$ cat src/hdl/msch_pkg.sv
package msch_pkg;

  localparam int POLYPHONY_DEF = 64;
  localparam int CHANNELS_DEF  = 16;

  localparam int DIVIDEND_W = 48;
  localparam int DIVISOR_W  = 24;

  localparam logic [15:0] MS_PER_MIN  = 16'd60000;
  localparam logic [23:0] PCT_DIVISOR = 24'd100;
  localparam logic [3:0]  DRUM_CH     = 4'd9;

  typedef enum logic [1:0] {
    MODE_TICK  = 2'd0,
    MODE_NOTE  = 2'd1,
    MODE_PAUSE = 2'd2,
    MODE_STOP  = 2'd3
  } mode_t;

  typedef enum logic [2:0] {
    KIND_NOTE_ON  = 3'd0,
    KIND_NOTE_OFF = 3'd1,
    KIND_PROGRAM  = 3'd2,
    KIND_STATUS   = 3'd3,
    KIND_DROPPED  = 3'd4,
    KIND_NOT_DUE  = 3'd5,
    KIND_NONE     = 3'd6
  } kind_t;

  typedef enum logic [2:0] {
    REG_TEMPO  = 3'd0,
    REG_SPEED  = 3'd1,
    REG_TPQ    = 3'd2,
    REG_STATUS = 3'd3,
    REG_DRUM   = 3'd4
  } reg_idx_t;

  typedef struct packed {
    logic [3:0]  ch;
    logic [6:0]  key;
    logic [31:0] endt;
  } note_ent_t;

  typedef struct packed {
    kind_t      kind;
    logic [3:0] ch;
    logic [6:0] key;
    logic [6:0] val;
    logic [6:0] ins;
  } event_t;

  function automatic logic [31:0] sat32(input logic [DIVIDEND_W-1:0] v);
    sat32 = (v[DIVIDEND_W-1:32] != '0) ? 32'hFFFF_FFFF : v[31:0];
  endfunction

endpackage

$ cat src/hdl/msch_div.sv
module msch_div (
  input  logic                           clk,
  input  logic                           rst,
  input  logic                           start,
  input  logic [msch_pkg::DIVIDEND_W-1:0] dividend,
  input  logic [msch_pkg::DIVISOR_W-1:0]  divisor,
  output logic                           busy,
  output logic                           done,
  output logic [msch_pkg::DIVIDEND_W-1:0] quotient
);
  import msch_pkg::*;

  localparam int STEPS = DIVIDEND_W / 2;
  localparam int SC_W  = $clog2(STEPS);

  logic [DIVISOR_W:0]   rem, r1, r2, t1, t2;
  logic [DIVISOR_W-1:0] dvs;
  logic [DIVIDEND_W-1:0] q1, q2;
  logic [SC_W-1:0]      cnt;

  // two restoring steps per cycle
  always_comb begin
    t1 = {rem[DIVISOR_W-1:0], quotient[DIVIDEND_W-1]};
    if (t1 >= {1'b0, dvs}) begin
      r1 = t1 - {1'b0, dvs};
      q1 = {quotient[DIVIDEND_W-2:0], 1'b1};
    end else begin
      r1 = t1;
      q1 = {quotient[DIVIDEND_W-2:0], 1'b0};
    end
    t2 = {r1[DIVISOR_W-1:0], q1[DIVIDEND_W-1]};
    if (t2 >= {1'b0, dvs}) begin
      r2 = t2 - {1'b0, dvs};
      q2 = {q1[DIVIDEND_W-2:0], 1'b1};
    end else begin
      r2 = t2;
      q2 = {q1[DIVIDEND_W-2:0], 1'b0};
    end
  end

  always_ff @(posedge clk) begin
    if (rst) begin
      busy <= 1'b0;
      done <= 1'b0;
      cnt  <= '0;
    end else begin
      done <= 1'b0;
      if (start) begin
        busy     <= 1'b1;
        cnt      <= '0;
        rem      <= '0;
        dvs      <= divisor;
        quotient <= dividend;
      end else if (busy) begin
        rem      <= r2;
        quotient <= q2;
        cnt      <= cnt + 1'b1;
        if (cnt == SC_W'(STEPS - 1)) begin
          busy <= 1'b0;
          done <= 1'b1;
        end
      end
    end
  end

endmodule

$ cat config.mk
export PLATFORM = sky130hd
export DESIGN_NAME = msch_div
export DESIGN_NICKNAME = d
export VERILOG_FILES = /design/src/hdl/msch_pkg.sv /design/src/hdl/msch_div.sv
export SDC_FILE = /design/constraint.sdc
export NUM_CORES = 1
export LEC_CHECK = 0
export BUFFER_PORTS_ARGS = -buffer_cell sky130_fd_sc_hd__buf_2
export CAP_MARGIN = 0
export CORE_AREA = 2 2 122 124
export DETAILED_ROUTE_END_ITERATION = 10
export DIE_AREA = 0 0 124 126
export GPL_TIMING_DRIVEN = 0
export PLACE_DENSITY = 0.82
export SETUP_SLACK_MARGIN = 0.1
export SYNTH_ARGS = -nofsm -noshare
export SYNTH_HDL_FRONTEND = slang
export SYNTH_SLANG_ARGS = --single-unit
$ cat constraint.sdc
create_clock -name clk -period 8.99 [get_ports clk]
set_clock_uncertainty 0.2 [all_clocks]
set_input_delay 0.4495 -clock clk [delete_from_list [all_inputs] [get_ports clk]]
set_output_delay 0.4495 -clock clk [all_outputs]
set_load 0.03 [all_outputs]
==> flow_metrics.tcl, run 1 <==
set metrics [dict create \
    track_usage_pct 22.65 \
    p_per_area_nw_per_um2 429.1 \
    grt_max_degree 34 \
    rsz0062_at_grt "no" \
    synthSimpleGateAreaFrac_pct 10.30 \
    final_util_pct 57.27 \
    path_clk_slew_ps 80 \
    finalNetCount 904 \
    synth_compound_area_share_pct 16.68 \
    cts_made_buffers 9 \
    min_path_type "in -> reg" \
    grt_pass1_vias 5702 \
    synthCells 641 \
    tightest_slew_ps 796.2 \
    htreeDepth 3 \
    final_max_slew_viol_count 0 \
    start_kind "register" \
    port-buffer-count 123 \
    hold_violations 0 \
    drc 0 \
    setup_viol 0 \
    ios 125 \
    critPathArrivalTime_ps 6140 \
    tns_ps 0 \
    status "finished, final reports clean" \
    path_class "reg -> reg" \
    rows 44 \
    die-area_sq_um 15620 \
    grt-ovfl-total 0 \
    final_cell_area_sq_um 8198 \
    synthMuxAreaShare_pct 12.06 \
    dieWidth_microns 124 \
    first_pass_iters 5 \
    timing.fmax_ghz 0.1608 \
    leakage_uw 0.003476 \
    wire_per_inst_microns 17.72 \
    num_antenna_cells 0 \
    cts-root-buf "clkbuf_16" \
    ys_types 70 \
    final_cells 967 \
    die_y_microns 126 \
    netlist.area_leader.share_pct 41.28 \
    wl_mm 17.13 \
    synth_area_leaders "edfxtp_1 41%, mux2_2 10%, ha_1 8.8%" \
    antenna_found_initial 0 \
    drive_gt1_share_pct 29.89 \
    synth_edf_count 96 \
    coreArea_sq_um 14310 \
    synth_seq_area_share_pct 43.29 \
    avgSynthCellArea_sq_um 10.89 \
    holdBufCountCts 0 \
    insertion_delay_ps 360 \
    drt_iter0_markers 348 \
    irDropWorstVdd_mv 0.1649 \
    synthArstFlopShare_pct 0 \
    synth-xor-area-share_pct 4.892 \
    synth_top_family_by_area "compound AO/OA/AOI/OAI gates" \
    place_area_sq_um 7894 \
    synthAdderAreaFrac_pct 9.353 \
    initial_core_util_pct 48.78 \
    syn_nets 767 \
    viasPerCell 5.717 \
    cp_max_fo 10 \
    cts_setup_buffers 0 \
    required_ps 8910 \
    dp_hpwl_mm 13.33 \
    yosysTopAreaCell "edfxtp_1" \
    ys_ff_latch 103 \
    cap_violations 0 \
    synth_ff_type "edfxtp_1" \
    cts_tree "built" \
    grt_pass1_wl_mm 27.57 \
    dp_cells 951 \
    min_period_ps 6219 \
    synth_area_sq_um 6983 \
    clock_path_buffers 2 \
    r2r_slack_ps 2770 \
    cts_sinks 103 \
    ant_nets 0 \
    gp_congestion 0.8686 \
    syn_to_final_growth_pct 17.40 \
    synth-warning-count 0 \
    vias 5528 \
    cts_resized 0 \
    nFillCells 1211 \
    max_slew_margin_pct 46.86 \
    finalPower_uw 3517 \
    fin_crit_sh_pct 69.18 \
    cp-end-kind "register" \
]
==> per-stage QoR <==
step / setup slack (ps) / hold slack [ps]
3_5_place_dp: 2832 / 300.0
5_1_grt: 2503 / 59.30
4_1_cts: 2811 / 55.37
2_1_floorplan: 3896 / 272.0
6_report: 2771 / 61.77
3_3_place_gp: 2297 / 289.6
==> cell families (layout without fill, tap and decap cells) <==
kind of cell,count (synthesis),after routing
muxes,76,76
adders and majority gates,51,51
DFF,103,103
buffers and inverters,55,197
AOI/OAI and AO/OA,169,169
and+or+nand+nor,148,148
xor gates and xnor gates,39,39
==> power breakdown <==
part	switching, uW	internal (uW)	total, uW
logic	1380	1040	2420
clock network	197	197	394
registers	43.8	660	704
total	1620	1900	3520
==> critical path, cell delays in order (launching register included) <==
cell and delay, ps:
edfxtp_1 350, inv_1 120, ha_1 350, nor2b_1 200
o2111ai_1 180, and3b_1 260, o21ai_2 240, a31oi_4 180
o21ai_2 510, buf_2 420, mux2_2 400, ha_1 340
o21ai_0 250, a21o_1 110, a21oi_1 50, o31ai_1 290
a41oi_1 210, a211oi_1 390, o211ai_2 330, buf_4 290
mux2_2 270
==> synthesized netlist by cell type, types with 3 or more instances <==
library cell,count
edfxtp_1,96
mux2_2,65
ha_1,49
nor2_1,48
nand2_1,44
a21oi_1,37
inv_1,34
o21ai_0,28
a21o_1,25
xor2_1,21
xnor2_1,18
a211oi_1,14
mux2i_1,11
o211ai_1,11
and3_1,10
nand3_1,9
clkbuf_1,7
dfxtp_1,7
nand4_1,7
o21a_1,7
o21bai_1,6
o31ai_1,5
a311oi_1,4
a31oi_1,4
buf_1,4
buf_2,4
nor3_1,4
a41oi_1,3
buf_4,3
nand2b_1,3
nor2b_1,3
o21ai_2,3
or2_2,3
==> final timing paths <==
| kind | from | to | cells past startpoint |
|---|---|---|---|
| worst min register to register | cnt[4] | cnt[4] | 2 |
| worst max register to register | dvs[1] | quotient[0] | 20 |
| worst max-delay path | dvs[1] | quotient[0] | 20 |
| worst min-delay path | divisor[3] | dvs[3] | 1 |
==> state kept, by name, indices dropped and copies added (netlist names) <==
signal	cells
cnt	5
dvs	24
rem	24
quotient	48
done	1
busy	1
==> area by class of cell <==
cell class	instances	area (sq um)	area share, %
inverter	34	127.6	1.557
tap	184	230.2	2.808
buffer	21	111.4	1.358
multi-input combinational	483	3731	45.51
clock buffer	9	225.2	2.747
sequential	103	3023	36.87
timing repair buffer	126	670.6	8.181
clock inverter	7	78.83	0.9615
==> layout by cell type, fill, tap and decap left out, types with 4 or more instances in the layout <==
master	n
buf_1	4
a311oi_1	4
o211ai_1	11
a31oi_1	4
a21oi_1	37
nand3_1	9
ha_1	49
edfxtp_1	96
o31ai_1	5
nor3_1	4
and3_1	10
buf_2	127
mux2_2	65
clkinv_4	4
nor2_1	46
xor2_1	21
dfxtp_1	7
a21o_1	25
a211oi_1	14
nand4_1	7
o21a_1	7
mux2i_1	11
o21ai_0	28
xnor2_1	18
inv_1	34
nand2_1	44
clkbuf_1	7
clkbuf_16	9
o21bai_1	6
==> routing by layer <==
metal / vias to the layer above / share of wire, % / track usage (%)
met5: - / 0 / 0
met4: 0 / 1.9 / 8.130
met3: 27 / 7.9 / 5.933
met2: 218 / 49 / 38.20
met1: 2583 / 42 / 27.84
li1: 2700 / - / -
(Power assumes the default switching activity.)
==> run 2: changes to the inputs <==
--- a/config.mk
+++ b/config.mk
@@ -11,7 +11,7 @@
 export DETAILED_ROUTE_END_ITERATION = 10
 export DIE_AREA = 0 0 124 126
 export GPL_TIMING_DRIVEN = 0
-export PLACE_DENSITY = 0.82
+export PLACE_DENSITY = 0.85
 export SETUP_SLACK_MARGIN = 0.1
 export SYNTH_ARGS = -nofsm -noshare
 export SYNTH_HDL_FRONTEND = slang
==> constraint.sdc (replaced) <==
create_clock -name clk -period 5.2 [get_ports clk]
set_clock_uncertainty 0.2 [all_clocks]
set_input_delay 0.26 -clock clk [delete_from_list [all_inputs] [get_ports clk]]
set_output_delay 0.26 -clock clk [all_outputs]
set_load 0.03 [all_outputs]
==> run 2 against run 1 <==
The run now ends with hold timing, setup timing left. Final cell count increased by 8.5%. Combinational power increased by 130%. Utilization increased by 9.5 points. Final area increased by 17%. First-iteration DRC count increased by 43%. Worst hold slack got worse by 63 ps. Power increased by 110%. Flip-flop and latch count unchanged. Die area unchanged. Count of clock-buffer cells in the layout increased by 1. Highest routed layer unchanged.
==> flow_metrics.tcl, run 2 (same netlist as run 1, synthesis figures left out) <==
set metrics [dict create \
    status "finished with violations" \
    violations "hold timing, setup timing" \
    clock_path_buffers 2 \
    leakage_uw 0.003916 \
    tightest_slew_ps 800.8 \
    viasPerCell 6.071 \
    first_pass_iters 7 \
    final_cell_mix "124 x buf_2, 96 x edfxtp_1, 64 x mux2_2, 48 x dlygate4sd3_1, 42 x nor2_1" \
    cp_max_fo 7 \
    drive_gt1_share_pct 39.54 \
    die-area_sq_um 15620 \
    final_cell_area_sq_um 9563 \
    r2r-end "quotient[0]" \
    path_class "reg -> reg" \
    holdWs_ps -0.9008 \
    path_clk_slew_ps 80 \
    port-buffer-count 123 \
    drt_iter0_markers 498 \
    largest_registers "quotient x48, dvs x24, rem x24" \
    rr_startpoint "dvs[3]" \
    ios 125 \
    worstPathBufferInverterCount 5 \
    syn_to_final_growth_pct 36.95 \
    start_kind "register" \
    gp_congestion 0.8603 \
    grt_max_degree 32 \
    required_ps 5120 \
    critPathArrivalTime_ps 5220 \
    largest_reg_flops 48 \
    cts_sinks 103 \
    switching_power_uw 3493 \
    cts_made_buffers 9 \
    cp-end-kind "register" \
    finalPower_uw 7510 \
    p_per_area_nw_per_um2 785.3 \
    hold_depth 2 \
    final_util_pct 66.81 \
    finalNetCount 986 \
    htreeDepth 3 \
    seq_power_share_pct 16.5 \
    rsz0062_at_grt "yes" \
    insertion_delay_ps 360 \
    critPathTopFamily "compound AO/OA/AOI/OAI gates" \
    cts_tree "built" \
    ant_nets 0 \
    layout_commonest_cell "buf_2" \
    hold_violations 1 \
    slowest_delay_ps 480 \
    final_max_slew_viol_count 0 \
    wl_mm 21.31 \
    grt_pass1_vias 6268 \
    antenna_found_initial 0 \
    min_to "quotient[41]" \
    cts-root-buf "clkbuf_16" \
    track_usage_pct 25.44 \
    largest-register "quotient" \
    wire_per_inst_microns 20.31 \
    p_int_uw 4016 \
    initial_core_util_pct 48.78 \
    grt-ovfl-total 0 \
    rows 44 \
    cp-startpoint "dvs[3]" \
    worst_slack_ps -100.4 \
    crit_chain "inv_1 -> ha_1 -> clkbuf_4 -> a31oi_2 -> buf_4 -> a21boi_1 -> o31ai_2 -> a2111oi_1 -> a311oi_1 -> o21ai_1 -> ha_1 -> o21ai_1 -> a21oi_1 -> o31ai_2 -> a41oi_2 -> a211oi_2 -> buf_4 -> o211ai_4 -> buf_6 -> mux2_2" \
    hold_start "dividend[41]" \
    dp_hpwl_mm 12.92 \
    dieWidth_microns 124 \
    die_y_microns 126 \
    timing.fmax_ghz 0.1887 \
    num_antenna_cells 0 \
    r2r_cells 20 \
    critPathSlowestCell "a311oi_1" \
    drc 0 \
    setup_viol 22 \
    coreArea_sq_um 14310 \
    clock_power_share_pct 8.7 \
    vias 6369 \
    min_period_ps 5300 \
    pwr-share-comb_pct 74.8 \
    min_path_type "in -> reg" \
    power.share.switching_pct 46.52 \
    fin_crit_sh_pct 101.9 \
    cap_violations 0 \
    irDropWorstVdd_mv 0.3864 \
    max_slew_margin_pct 46.49 \
    grt_pass1_wl_mm 30.59 \
    r2r_slack_ps -100 \
    place_area_sq_um 7901 \
]
==> run 2: what timing repair did <==
item	4_1_cts	5_1_grt
setup endpoints to repair	25	25
hold buffers	48	0
gates resized for setup	67	67
pin swaps	28	29
endpoints found under the hold margin	48	0
setup buffers	18	13
cloned	1	2
==> run 2: cell type report <==
type | instances | area (sq um)
clock buffer | 10 | 229.0
multi-input combinational | 483 | 4317
buffer | 21 | 143.9
clock inverter | 6 | 43.79
inverter | 34 | 130.1
tap | 184 | 230.2
timing repair buffer | 208 | 1446
sequential | 103 | 3023
fill | 969 | 4751
==> run 2: layer usage <==
layer | up-vias | routed length, microns | global-route usage (%)
met5 | - | 0 | 0
met3 | 77 | 1724 | 6.295
met2 | 372 | 10750 | 43.18
met4 | 0 | 786 | 12.95
met1 | 3045 | 8045 | 29.55
li1 | 2875 | - | -
==> run 2: how the worst max path moves through the flow <==
stage | endpoint | cells past startpoint
after floorplan | quotient[0] | 21
final | quotient[0] | 20
after global placement | quotient[27] | 4
after global routing | rem[8] | 21
after detailed placement | quotient[0] | 20
after CTS | quotient[0] | 20
==> run 2: through the flow <==
stage / setup slack, ps / cells / TNS [ps] / hold slack [ps]
6_report: -100.4 / 1049 / -753.3 / -0.9008
5_1_grt: -134.1 / 1049 / -1144 / 0.2507
4_1_cts: 106.5 / 1034 / 0 / 0.1295
3_5_place_dp: -977.9 / 951 / -20680 / 238.4
3_3_place_gp: -1477 / 948 / -124550 / 237.4
2_1_floorplan: 105.8 / 641 / 0 / 132.8
==> run 2: power by group through the flow <==
stage	combinational (uW)	clock (uW)	sequential, uW
after floorplan	3230	0	1270
after global placement	3990	0	1240
after detailed placement	4080	0	1230
after CTS	4620	652	1230
after global routing	5950	685	1250
final	5620	653	1240
